===== src/rtl/mhpq_pkg.sv =====
//------------------------------------------------------------------------------
// mhpq_pkg
// Shared codes and controller/datapath interface types for the max-heap queue.
//------------------------------------------------------------------------------
`default_nettype none

package mhpq_pkg;

    typedef logic [1:0] op_t;
    typedef logic [1:0] status_t;

    localparam op_t OP_INSERT  = 2'd0;
    localparam op_t OP_EXTRACT = 2'd1;
    localparam op_t OP_PEEK    = 2'd2;

    localparam status_t ST_OK    = 2'd0;
    localparam status_t ST_EMPTY = 2'd1;
    localparam status_t ST_FULL  = 2'd2;

    // controller -> datapath
    typedef struct packed {
        logic    ins_start;   // latch new entry, bump count, read parent
        logic    top_start;   // read root and last entry
        logic    pop;         // with top_start: drop count by one
        logic    take_top;    // capture root as result, last as moving entry
        logic    up_step;     // one sift-up level
        logic    dn_step;     // one sift-down level
        logic    put;         // write moving entry at current slot
        logic    clear_res;   // result fields zero, status from res_status
        status_t res_status;
        logic    load_out;    // move result into output register
    } cmd_t;

    // datapath -> controller
    typedef struct packed {
        logic empty;
        logic full;
        logic up_less;     // parent strictly below moving entry
        logic up_root;     // parent is the root slot
        logic dn_move;     // a child strictly above moving entry
        logic dn_child;    // new slot still has a left child
        logic take_child;  // root has a left child after the pop
    } sts_t;

endpackage

`default_nettype wire


===== src/rtl/mhpq_ctrl.sv =====
//------------------------------------------------------------------------------
// mhpq_ctrl
// Operation sequencer: decodes the request, walks the sift, hands off result.
//------------------------------------------------------------------------------
`default_nettype none

module mhpq_ctrl
    import mhpq_pkg::*;
(
    input  wire logic aclk,
    input  wire logic aresetn,
    input  wire logic s_valid,
    output logic      s_ready,
    input  wire op_t  s_operation,
    output logic      m_valid,
    input  wire logic m_ready,
    input  wire sts_t sts,
    output cmd_t      cmd
);

    typedef enum logic [5:0] {
        S_IDLE   = 6'b000001,
        S_UP     = 6'b000010,
        S_FETCH  = 6'b000100,
        S_DN     = 6'b001000,
        S_PUT    = 6'b010000,
        S_FINISH = 6'b100000
    } state_t;

    state_t state_reg, state_next;
    logic   pop_reg, pop_next;
    logic   m_valid_reg, m_valid_next;

    assign s_ready = (state_reg == S_IDLE);
    assign m_valid = m_valid_reg;

    always_comb begin
        state_next   = state_reg;
        pop_next     = pop_reg;
        m_valid_next = m_valid_reg && !m_ready;
        cmd          = '0;
        cmd.res_status = ST_OK;
        unique case (state_reg)
            S_IDLE: begin
                if (s_valid) begin
                    unique case (s_operation)
                        OP_INSERT: begin
                            cmd.clear_res = 1'b1;
                            if (sts.full) begin
                                cmd.res_status = ST_FULL;
                                state_next     = S_FINISH;
                            end else begin
                                cmd.ins_start = 1'b1;
                                state_next    = sts.empty ? S_PUT : S_UP;
                            end
                        end
                        OP_EXTRACT, OP_PEEK: begin
                            if (sts.empty) begin
                                cmd.clear_res  = 1'b1;
                                cmd.res_status = ST_EMPTY;
                                state_next     = S_FINISH;
                            end else begin
                                cmd.top_start = 1'b1;
                                cmd.pop       = (s_operation == OP_EXTRACT);
                                pop_next      = (s_operation == OP_EXTRACT);
                                state_next    = S_FETCH;
                            end
                        end
                        default: begin
                            // reserved code: no-op transaction
                            cmd.clear_res = 1'b1;
                            state_next    = S_FINISH;
                        end
                    endcase
                end
            end
            S_UP: begin
                cmd.up_step = 1'b1;
                if (!sts.up_less) begin
                    state_next = S_FINISH;
                end else if (sts.up_root) begin
                    state_next = S_PUT;
                end
            end
            S_FETCH: begin
                cmd.take_top = 1'b1;
                if (!pop_reg || sts.empty) begin
                    state_next = S_FINISH;
                end else begin
                    state_next = sts.take_child ? S_DN : S_PUT;
                end
            end
            S_DN: begin
                cmd.dn_step = 1'b1;
                if (!sts.dn_move) begin
                    state_next = S_FINISH;
                end else if (!sts.dn_child) begin
                    state_next = S_PUT;
                end
            end
            S_PUT: begin
                cmd.put    = 1'b1;
                state_next = S_FINISH;
            end
            S_FINISH: begin
                if (!m_valid_reg || m_ready) begin
                    cmd.load_out = 1'b1;
                    m_valid_next = 1'b1;
                    state_next   = S_IDLE;
                end
            end
            default: begin
                state_next = S_IDLE;
            end
        endcase
    end

    always_ff @(posedge aclk) begin
        if (!aresetn) begin
            state_reg   <= S_IDLE;
            pop_reg     <= 1'b0;
            m_valid_reg <= 1'b0;
        end else begin
            state_reg   <= state_next;
            pop_reg     <= pop_next;
            m_valid_reg <= m_valid_next;
        end
    end

endmodule

`default_nettype wire


===== src/rtl/mhpq_dp.sv =====
//------------------------------------------------------------------------------
// mhpq_dp
// Heap storage (1 write, 2 registered reads), sift registers and result path.
//------------------------------------------------------------------------------
`default_nettype none

module mhpq_dp
    import mhpq_pkg::*;
#(
    parameter int CAPACITY      = 64,
    parameter int PRIORITY_BITS = 16,
    parameter int TAG_BITS      = 16,
    localparam int CW = $clog2(CAPACITY + 1)
) (
    input  wire logic                     aclk,
    input  wire logic                     aresetn,
    input  wire logic [PRIORITY_BITS-1:0] s_priority_req,
    input  wire logic [TAG_BITS-1:0]      s_task_tag,
    input  wire cmd_t                     cmd,
    output sts_t                          sts,
    output logic [PRIORITY_BITS-1:0]      m_out_priority,
    output logic [TAG_BITS-1:0]           m_out_tag,
    output status_t                       m_status,
    output logic                          m_now_empty,
    output logic [CW-1:0]                 m_entry_count
);

    localparam int IW = $clog2(CAPACITY);
    localparam int XW = IW + 2;
    localparam int EW = PRIORITY_BITS + TAG_BITS;
    localparam logic [XW-1:0] ONE_X = XW'(1);
    localparam logic [XW-1:0] TWO_X = XW'(2);
    localparam logic [XW-1:0] CAP_X = XW'(CAPACITY);

    logic [EW-1:0] mem [CAPACITY];
    logic [EW-1:0] rd_a_reg, rd_b_reg;

    logic [CW-1:0]            count_reg, count_next;
    logic [IW-1:0]            i_reg, i_next;
    logic [PRIORITY_BITS-1:0] x_pri_reg, x_pri_next;
    logic [TAG_BITS-1:0]      x_tag_reg, x_tag_next;
    logic [PRIORITY_BITS-1:0] res_pri_reg, res_pri_next;
    logic [TAG_BITS-1:0]      res_tag_reg, res_tag_next;
    status_t                  res_status_reg, res_status_next;

    logic [PRIORITY_BITS-1:0] a_pri, b_pri, best_pri;
    logic [XW-1:0] cnt_x, i_x, last_x, ins_par_x, up_p_x, up_pp_x;
    logic [XW-1:0] l_x, r_x, next_x, nl_x, nr_x;
    logic          up_less, pick_l, pick_r;
    logic          we;
    logic [IW-1:0] wa, ra_a, ra_b;
    logic [EW-1:0] wd;

    assign a_pri = rd_a_reg[EW-1 -: PRIORITY_BITS];
    assign b_pri = rd_b_reg[EW-1 -: PRIORITY_BITS];

    // heap index arithmetic, two bits of headroom over the slot index
    assign cnt_x     = XW'(count_reg);
    assign i_x       = XW'(i_reg);
    assign last_x    = cnt_x - ONE_X;
    assign ins_par_x = (cnt_x - ONE_X) >> 1;
    assign up_p_x    = (i_x - ONE_X) >> 1;
    assign up_pp_x   = (up_p_x - ONE_X) >> 1;
    assign l_x       = (i_x << 1) + ONE_X;
    assign r_x       = (i_x << 1) + TWO_X;

    assign up_less  = $signed(a_pri) < $signed(x_pri_reg);
    // left child is known present in the compare state; ties stay left
    assign pick_l   = $signed(a_pri) > $signed(x_pri_reg);
    assign best_pri = pick_l ? a_pri : x_pri_reg;
    assign pick_r   = (r_x < cnt_x) && ($signed(b_pri) > $signed(best_pri));
    assign next_x   = pick_r ? r_x : l_x;
    assign nl_x     = (next_x << 1) + ONE_X;
    assign nr_x     = (next_x << 1) + TWO_X;

    assign sts.empty      = (count_reg == '0);
    assign sts.full       = (cnt_x >= CAP_X);
    assign sts.up_less    = up_less;
    assign sts.up_root    = (up_p_x == '0);
    assign sts.dn_move    = pick_l || pick_r;
    assign sts.dn_child   = (nl_x < cnt_x);
    assign sts.take_child = (ONE_X < cnt_x);

    // memory port steering
    always_comb begin
        we   = 1'b0;
        wa   = i_reg;
        wd   = {x_pri_reg, x_tag_reg};
        ra_a = ins_par_x[IW-1:0];
        ra_b = last_x[IW-1:0];
        priority if (cmd.top_start) begin
            ra_a = '0;
        end else if (cmd.take_top) begin
            ra_a = ONE_X[IW-1:0];
            ra_b = TWO_X[IW-1:0];
        end else if (cmd.up_step) begin
            we   = 1'b1;
            ra_a = up_pp_x[IW-1:0];
            if (up_less) begin
                wd = rd_a_reg;
            end
        end else if (cmd.dn_step) begin
            we   = 1'b1;
            ra_a = nl_x[IW-1:0];
            ra_b = nr_x[IW-1:0];
            if (pick_r) begin
                wd = rd_b_reg;
            end else if (pick_l) begin
                wd = rd_a_reg;
            end
        end else if (cmd.put) begin
            we = 1'b1;
        end
    end

    always_ff @(posedge aclk) begin
        if (we) begin
            mem[wa] <= wd;
        end
        rd_a_reg <= mem[ra_a];
        rd_b_reg <= mem[ra_b];
    end

    always_comb begin
        count_next      = count_reg;
        i_next          = i_reg;
        x_pri_next      = x_pri_reg;
        x_tag_next      = x_tag_reg;
        res_pri_next    = res_pri_reg;
        res_tag_next    = res_tag_reg;
        res_status_next = res_status_reg;
        if (cmd.clear_res) begin
            res_pri_next    = '0;
            res_tag_next    = '0;
            res_status_next = cmd.res_status;
        end
        if (cmd.ins_start) begin
            count_next = count_reg + CW'(1);
            i_next     = count_reg[IW-1:0];
            x_pri_next = s_priority_req;
            x_tag_next = s_task_tag;
        end
        if (cmd.top_start && cmd.pop) begin
            count_next = count_reg - CW'(1);
        end
        if (cmd.take_top) begin
            res_pri_next    = a_pri;
            res_tag_next    = rd_a_reg[TAG_BITS-1:0];
            res_status_next = ST_OK;
            x_pri_next      = b_pri;
            x_tag_next      = rd_b_reg[TAG_BITS-1:0];
            i_next          = '0;
        end
        if (cmd.up_step && up_less) begin
            i_next = up_p_x[IW-1:0];
        end
        if (cmd.dn_step && (pick_l || pick_r)) begin
            i_next = next_x[IW-1:0];
        end
    end

    always_ff @(posedge aclk) begin
        if (!aresetn) begin
            count_reg <= '0;
        end else begin
            count_reg <= count_next;
        end
    end

    always_ff @(posedge aclk) begin
        i_reg          <= i_next;
        x_pri_reg      <= x_pri_next;
        x_tag_reg      <= x_tag_next;
        res_pri_reg    <= res_pri_next;
        res_tag_reg    <= res_tag_next;
        res_status_reg <= res_status_next;
        if (cmd.load_out) begin
            m_out_priority <= res_pri_reg;
            m_out_tag      <= res_tag_reg;
            m_status       <= res_status_reg;
            m_now_empty    <= (count_reg == '0);
            m_entry_count  <= count_reg;
        end
    end

endmodule

`default_nettype wire


===== src/rtl/max_heap_priority_queue.sv =====
//------------------------------------------------------------------------------
// max_heap_priority_queue
// Binary max-heap priority queue: insert, extract maximum, peek maximum.
//------------------------------------------------------------------------------
// One operation in flight; the sift moves one heap level per cycle through the
// two-read-port entry memory, and the next request is taken once the result is
// registered, which waits for m_ready while an earlier result is still pending.
// Reset empties the queue (fill count zero); entry memory is not cleared.
//------------------------------------------------------------------------------
`default_nettype none

module max_heap_priority_queue
    import mhpq_pkg::*;
#(
    parameter int CAPACITY      = 64,
    parameter int PRIORITY_BITS = 16,
    parameter int TAG_BITS      = 16,
    localparam int CW = $clog2(CAPACITY + 1)
) (
    input  wire logic                     aclk,
    input  wire logic                     aresetn,
    input  wire logic                     s_valid,
    output logic                          s_ready,
    input  wire logic [1:0]               s_operation,
    input  wire logic [PRIORITY_BITS-1:0] s_priority_req,
    input  wire logic [TAG_BITS-1:0]      s_task_tag,
    output logic                          m_valid,
    input  wire logic                     m_ready,
    output logic [PRIORITY_BITS-1:0]      m_out_priority,
    output logic [TAG_BITS-1:0]           m_out_tag,
    output logic [1:0]                    m_status,
    output logic                          m_now_empty,
    output logic [CW-1:0]                 m_entry_count
);

    cmd_t cmd;
    sts_t sts;

    mhpq_ctrl u_ctrl (
        .aclk        (aclk),
        .aresetn     (aresetn),
        .s_valid     (s_valid),
        .s_ready     (s_ready),
        .s_operation (s_operation),
        .m_valid     (m_valid),
        .m_ready     (m_ready),
        .sts         (sts),
        .cmd         (cmd)
    );

    mhpq_dp #(
        .CAPACITY      (CAPACITY),
        .PRIORITY_BITS (PRIORITY_BITS),
        .TAG_BITS      (TAG_BITS)
    ) u_dp (
        .aclk           (aclk),
        .aresetn        (aresetn),
        .s_priority_req (s_priority_req),
        .s_task_tag     (s_task_tag),
        .cmd            (cmd),
        .sts            (sts),
        .m_out_priority (m_out_priority),
        .m_out_tag      (m_out_tag),
        .m_status       (m_status),
        .m_now_empty    (m_now_empty),
        .m_entry_count  (m_entry_count)
    );

    // a transaction always takes the sequencer out of idle
    a_busy_after_accept: assert property (@(posedge aclk) disable iff (!aresetn)
        s_valid && s_ready |=> !s_ready)
        else $error("request taken while previous one in progress");

    a_count_bound: assert property (@(posedge aclk) disable iff (!aresetn)
        m_valid |-> m_entry_count <= CW'(CAPACITY))
        else $error("entry count above capacity");

    a_full_count: assert property (@(posedge aclk) disable iff (!aresetn)
        m_valid && m_status == ST_FULL |-> m_entry_count == CW'(CAPACITY))
        else $error("full status with queue not full");

    a_empty_flag: assert property (@(posedge aclk) disable iff (!aresetn)
        m_valid |-> m_now_empty == (m_entry_count == '0))
        else $error("empty flag disagrees with count");

    a_underflow: assert property (@(posedge aclk) disable iff (!aresetn)
        m_valid && m_status == ST_EMPTY |-> m_now_empty)
        else $error("underflow reported on non-empty queue");

endmodule

`default_nettype wire

===== config.mk =====
export PLATFORM = sky130hd
export DESIGN_NAME = max_heap_priority_queue
export DESIGN_NICKNAME = d
export VERILOG_FILES = /design/src/rtl/mhpq_pkg.sv /design/src/rtl/mhpq_ctrl.sv /design/src/rtl/mhpq_dp.sv /design/src/rtl/max_heap_priority_queue.sv
export SDC_FILE = /design/constraint.sdc
export NUM_CORES = 2
export LEC_CHECK = 0
export BUFFER_PORTS_ARGS = -buffer_cell sky130_fd_sc_hd__buf_2
export CORE_AREA = 4 4 551 553
export CTS_BUF_LIST = sky130_fd_sc_hd__clkbuf_16
export CTS_CLUSTER_DIAMETER = 200
export CTS_CLUSTER_SIZE = 16
export DETAILED_ROUTE_END_ITERATION = 12
export DIE_AREA = 0 0 555 557
export PLACE_DENSITY_LB_ADDON = 0.15
export SYNTH_ARGS = -nofsm -noshare
export SYNTH_HDL_FRONTEND = slang
export SYNTH_SLANG_ARGS = --single-unit

===== constraint.sdc =====
create_clock -name aclk -period 14 [get_ports aclk]
set_clock_uncertainty 0.1 [all_clocks]
set_input_delay 0.7 -clock aclk [delete_from_list [all_inputs] [get_ports aclk]]
set_output_delay 0.7 -clock aclk [all_outputs]
set_load 0.01 [all_outputs]

# Yosys cells after proc, flatten, opt, wreduce, memory -nomap -nowiden
# Memories as Yosys holds them, arrays and structs flattened. A register that Yosys moved wholly into a read port is not among the register bits.
# Cells that the tools add are included.
dict set report classes {
  n_addsub 9
  order_cmp 7
  eq_ne 12
  mux 70
  bitwise 1
  reduce_logical 21
}
# cell count
set op_table {}
lappend op_table {{$mux 32} 7}
lappend op_table {{$mux 16} 8}
lappend op_table {{$mux 6} 21}
lappend op_table {{$pmux 6 s6} 1}
lappend op_table {{$gt 16x16->1} 2}
lappend op_table {{$mux 7} 3}
lappend op_table {{$sub 7x1->7 const B} 3}
lappend op_table {{$mux 1} 18}
lappend op_table {{$lt 16x16->1} 1}
lappend op_table {{$lt 8x7->1} 2}
lappend op_table {{$mux 3} 5}
lappend op_table {{$add 7x1->7 const B} 2}
lappend op_table {{$pmux 6 s2} 1}
lappend op_table {{$mux 5} 2}
lappend op_table {{$add 7x2->8 const B} 1}
lappend op_table {{$add 8x1->8 const B} 1}
lappend op_table {{$logic_not 8->1} 1}
lappend op_table {{$reduce_and 4->1} 2}
lappend op_table {{$ge 7x7->1 const B} 1}
lappend op_table {{$logic_not 7->1} 1}
lappend op_table {{$lt 1x7->1 const A} 1}
lappend op_table {{$sub 6x1->7 const B} 1}
lappend op_table {{$add 6x2->6 const B} 1}
lappend op_table {{$eq 6x1->1 const B} 1}
lappend op_table {{20 further kinds} 33}
dict set report word_totals {
  regBits 129
  ramBits 2048
  inputBits 38
  out_inout_bits 44
  wordCells 136
  mem_count 1
}
# memory depth word_bits read_ports rd_clocked_by_memory_dff wr line_no
set memory_table {}
lappend memory_table {u_dp.mem 64 32 2 2 1 mhpq_dp.sv:35} ;# logic [EW-1:0] mem [CAPACITY];

# Logic depth before layout (Yosys ltp)
dict set report depth {
  ltp_word 10
  depth_mapped 34
  mapped_depth_nobuf 26
}

# Modules after synthesis
# From an unflattened synthesis, not the netlist that was laid out.
dict set report hier_totals {
  cells_unflattened 7383
  area_unflattened_um2 105556.2
}
# module instances cells_each area_each_um2 seq_area_each_um2
set by_module_without_submodules {}
lappend by_module_without_submodules {mhpq_dp 1 7297 104884.3 66323.6}
lappend by_module_without_submodules {mhpq_ctrl 1 86 671.9 160.2}

# Worst setup path after synthesis
# OpenSTA, ideal clock, no wires.
dict set report synth_path {
  path_kind {register to register}
  from {register u_dp.x_pri_reg[9]}
  to {memory u_dp.mem[0][16] in the netlist's numbering, data pin}
  setup_ps 702
  arrival_time_ps 8093
  t_required_ps 13198
  slack_ps 5105
  path_stages_with_launch 25
  n_path_buf 5
  synth_period_minus_slack_ps 8895
  cell_sequence {edfxtp_1 -> inv_1 -> ha_1 -> a21o_1 -> a21o_1 -> a211o_1 -> a21oi_1 -> nand2_1 -> or3_1 -> nand2_1 -> clkbuf_1 -> mux2i_1 -> ha_1 -> nand4_2 -> nor2_1 -> or4b_4 -> nor4b_4 -> nor3_1 -> inv_1 -> buf_2 -> buf_2 -> buf_1 -> buf_1 -> mux2i_1 -> o21ai_0}
}
dict set report synth_between {
  elab_chain_len 9
  word_cells_on_any_way 12
  cone_classes {3 x order compare; 8 x mux; 1 x reduce/logical}
}
# item line_no
set synth_lines {}
lappend synth_lines {{start, declared} mhpq_dp.sv:40} ;# logic [PRIORITY_BITS-1:0] x_pri_reg, x_pri_next;
lappend synth_lines {{start signal, assigned} mhpq_dp.sv:172} ;# x_pri_reg <= x_pri_next;
lappend synth_lines {{$gt 16x16->1} mhpq_dp.sv:69} ;# assign pick_l = $signed(a_pri) > $signed(x_pri_reg);
lappend synth_lines {{$mux 16} mhpq_dp.sv:70} ;# assign best_pri = pick_l ? a_pri : x_pri_reg;
lappend synth_lines {{$gt 16x16->1} mhpq_dp.sv:71} ;# assign pick_r = (r_x < cnt_x) && ($signed(b_pri) > $signed(best_pri));
lappend synth_lines {{$logic_and 1x1->1} mhpq_dp.sv:71}
lappend synth_lines {{$mux 32} mhpq_dp.sv:106} ;# if (pick_r) begin
lappend synth_lines {{$mux 32} mhpq_dp.sv:102} ;# end else if (cmd.dn_step) begin
lappend synth_lines {{$mux 32 (*)} mhpq_dp.sv:96} ;# end else if (cmd.up_step) begin
lappend synth_lines {{$mux 32 (*)} mhpq_dp.sv:93} ;# end else if (cmd.take_top) begin
lappend synth_lines {{$mux 32 (*)} mhpq_dp.sv:91} ;# priority if (cmd.top_start) begin
lappend synth_lines {{net u_dp.wd[16]} mhpq_dp.sv:52} ;# logic [EW-1:0] wd;
lappend synth_lines {{end, declared} mhpq_dp.sv:35}
# The timed path passes the listed nets; every way through them passes the cells marked *.

# Worst setup path after layout
dict set report layout_path {
  from {register u_dp.x_pri_reg[9]}
  to {register u_dp.rd_a_reg[0], read port of u_dp.mem}
}
dict set report layout_between {
  elab_chain_len 10
}
# item line_no
set layout_lines {}
lappend layout_lines {{$gt 16x16->1} mhpq_dp.sv:69}
lappend layout_lines {{$mux 16 (*)} mhpq_dp.sv:70}
lappend layout_lines {{$gt 16x16->1 (*)} mhpq_dp.sv:71}
lappend layout_lines {{$logic_and 1x1->1 (*)} mhpq_dp.sv:71}
lappend layout_lines {{$mux 7 (*)} mhpq_dp.sv:72} ;# assign next_x = pick_r ? r_x : l_x;
lappend layout_lines {{$add 8x1->8 (*)} mhpq_dp.sv:73} ;# assign nl_x = (next_x << 1) + ONE_X;
lappend layout_lines {{$mux 6 (*)} mhpq_dp.sv:102}
lappend layout_lines {{$mux 6 (*)} mhpq_dp.sv:96}
lappend layout_lines {{$mux 6 (*)} mhpq_dp.sv:93}
lappend layout_lines {{$mux 6 (*)} mhpq_dp.sv:91}
lappend layout_lines {{end, declared} mhpq_dp.sv:36} ;# logic [EW-1:0] rd_a_reg, rd_b_reg;
# Every way passes the cells marked *; elsewhere a longest branch is shown, timed or not.
# A chain may end at the register's enable or synchronous reset.

==> qor.yml <==
routing:
  postRouteWirelength_mm: 499
  wl_per_cell_um: 40.0
  drcViolationCount: 0
  dr_wl_met3_mm: 63.1
  detailedRoute.firstPassIterationCount: 9
  drtIter0Drc: 14200
  wl_met1_mm: 193
  avgViaCountPerCell: 7.06
  route.vias.total: 87900
  final_antenna_net_count: 0
  met2_length_mm: 216
  route.top_layer_used: "met5"
sta:
  worst_slack_ns: 2.44
  setup_total_negative_slack_ns: 0
  hold-worst-slack_ns: 0.0429
  final_min_period_over_clock_period: 0.826
  layout_min_cycle_time_ns: 11.56
  fmax_mhz: 86.5
  worst-slew-pin-transition_ns: 1.45
  finalHoldViolations: 0
  slew_violations: 0
  report.final.setup_viol: 0
  max_slew_margin: 0.0242
  grt_setup_unrepaired: "no"
finish:
  seqCellArea_sq_um: 66500
  syn_to_final_growth_pct: 9.29
  final_layout_size_suffix_gt1_frac: 0.130
  finish.cell_count_without_fillers: 12500
  largest_register_ffs: 2048
  final_cell_mix: "sky130_fd_sc_hd__edfxtp_1 (2160), sky130_fd_sc_hd__nand2_1 (1478), sky130_fd_sc_hd__a211oi_1 (522)"
  fill_cells: 27500
  footprint_of_the_multi_input_gates_sq_um: 41200
  nNetsFinal: 8482
  post_route_cell_area_sq_um: 120000
  leading_cell_type_in_the_layout_fill_and_taps_excluded: "sky130_fd_sc_hd__edfxtp_1"
  finalCoreUtilization: 0.403
setup_path:
  critical-path-slowest-cell: "sky130_fd_sc_hd__o31ai_1"
  critPathArrivalTime_ns: 12.13
  critical_path_class: "register to register"
  critPathMaxStageDelay_ns: 0.93
  critical_path.max_fanout: 88
  cp-start-kind: "register"
  cp_common_cell: "sky130_fd_sc_hd__buf_4"
  crit_required_ns: 14.58
  endpoint_kind: "register"
clocking:
  worst_skew_pair.late_latency_ns: 0.89
  ctsHtreeMaxLevel: 4
  cts.path.max_buffers: 4
  post_cts.resized_instances: 0
  cts.sinks: 2241
  cts_inserted_buffers: 166
  cts_setup_buffers: 0
  clock_tree_from_tritoncts: "yes"
  cts.clk_slew.worst_paths_ns: 0.08
  cts_root_buf: "sky130_fd_sc_hd__clkbuf_16"
  cts_hold_buffers: 2
synthesis:
  synth-compound-area-share: 0.168
  syn_area_sq_um: 110000
  synth-seq-cells: 2241
  synth_ff_type: "sky130_fd_sc_hd__edfxtp_1"
  yosysTopAreaCellShare: 0.589
  netlist_instances: 8696
  post_synth_and_or_nand_nor_area_fraction: 0.110
  ys_async_sr_fraction: 0
  postSynthNetCount: 8787
  synth_fa_ha_area_frac: 0.00602
  synth_xor_xnor_area_share: 0.00191
  synth.yosys.seq_area_share: 0.603
  postSynthAreaPerCell_sq_um: 12.7
  dominant_combinational_cell_family_by_area_after_synthesis: "compound AO/OA/AOI/OAI gates"
  synth.lib_cells_used.distinct: 85
  synth_mux_area_frac: 0.0784
  netlist_top_cells_area: "sky130_fd_sc_hd__edfxtp_1 (59%), sky130_fd_sc_hd__mux4_2 (5.3%), sky130_fd_sc_hd__nand2_1 (5.1%)"
  cell_taking_the_most_area_after_synthesis: "sky130_fd_sc_hd__edfxtp_1"
  synth.yosys.warnings: 0
  synth_edf_count: 2160
power:
  share_comb_of_total_power: 0.375
  cell_internal_pwr_mw: 11.9
  p_leak_nw: 38.6
  vdd.ir_drop.worst_v: 0.000234
  power_density_nw_per_um2: 167
  pwr-share-clk: 0.229
  switching_share: 0.412
  sequential_share_of_power: 0.395
  total_power_mw: 20.2
  power.net_switching_mw: 8.31
place:
  pre_cts_slack_ns: 2.84
  post_dp_cell_area_sq_um: 116000
  placedCellCount: 12200
  dp.final_hpwl_mm: 279
  gp_routability_congestion: 0.917
  numPortBuffers: 81
global_routing:
  track_usage: 0.311
  global_route.overflow_total: 0
  maximum_number_of_pins_on_one_net_before_global_route_repair: 142
  grt_antenna_before_repair: 24
  grt_pass1_vias: 83100
  grt_pass1_wl_mm: 685
floorplan:
  design.portCount: 82
  fp.dieArea_sq_um: 309000
  die_width_um: 555
  std_cell_rows: 201
  core-area_sq_um: 299000
  chipHeight_um: 557
  initial_utilization: 0.369
job:
  max_cap_viols: 0
run_status:
  status: "completed"
min_path:
  min_path_type: "input pin to register"
-- cell usage after synthesis (76+ instances only) --
master / number
sky130_fd_sc_hd__a22o_1: 125
sky130_fd_sc_hd__nand2_1: 1487
sky130_fd_sc_hd__o31ai_1: 162
sky130_fd_sc_hd__a211o_1: 80
sky130_fd_sc_hd__a211oi_1: 523
sky130_fd_sc_hd__clkbuf_1: 646
sky130_fd_sc_hd__and3_1: 357
sky130_fd_sc_hd__nand3_1: 202
sky130_fd_sc_hd__o221ai_1: 317
sky130_fd_sc_hd__nor2_1: 253
sky130_fd_sc_hd__and2_1: 76
sky130_fd_sc_hd__dfxtp_1: 81
sky130_fd_sc_hd__a21oi_1: 214
sky130_fd_sc_hd__a311oi_1: 251
sky130_fd_sc_hd__buf_2: 122
sky130_fd_sc_hd__edfxtp_1: 2160
sky130_fd_sc_hd__mux4_2: 257
sky130_fd_sc_hd__mux2i_1: 231
-- worst max-delay path: cells and delay by family (launching register included) --
| kind | cells | cell delay, ns |
|---|---|---|
| buf+inv | 9 | 3.95 |
| compound gates | 11 | 3.19 |
| flops | 1 | 0.40 |
| fa+ha+maj | 3 | 1.03 |
| mux | 1 | 0.19 |
| simple gates | 8 | 2.21 |
-- power groups by stage --
stage | clock network (mW) | logic [mW] | registers, mW
after floorplan | 0 | 3.96 | 7.94
after global placement | 0 | 7.19 | 8.10
after detailed placement | 0 | 7.22 | 8.10
after CTS | 4.68 | 7.24 | 7.95
after global routing | 4.94 | 7.65 | 7.97
final | 4.63 | 7.56 | 7.97
-- kinds of logic after synthesis --
| group | after synthesis |
|---|---|
| flops | 2241 |
| simple gates | 2637 |
| fa+ha+maj | 53 |
| xor+xnor | 24 |
| compound gates | 2325 |
| buf+inv | 889 |
| mux | 527 |
-- worst paths after layout --
check                             to  depth (start not counted)  slack [ns]                  from
max                 u_dp.rd_a_reg[0]                         32        2.44     u_dp.x_pri_reg[9]
min                u_dp.x_tag_reg[5]                          3        0.04         s_task_tag[5]
max reg2reg         u_dp.rd_a_reg[0]                         32        2.44     u_dp.x_pri_reg[9]
min reg2reg  u_dp.m_out_priority[13]                          0        0.31  u_dp.res_pri_reg[13]
-- metal layers --
metal	track usage	up-vias
met3	0.0845	1404
li1	-	34400
met5	0.00587	-
met2	0.464	6952
met1	0.421	45200
met4	0.144	16
-- final cells by class --
cell class                 instances  share of cell area
inverter                          42             0.00139
sequential                      2241               0.552
timing repair buffer             374              0.0248
clock buffer                     171              0.0355
clock inverter                    88             0.00285
multi-input combinational       5566               0.342
antenna                           19            0.000395
tap                             3958              0.0411
No activity file was read; power rests on OpenSTA's default activity.
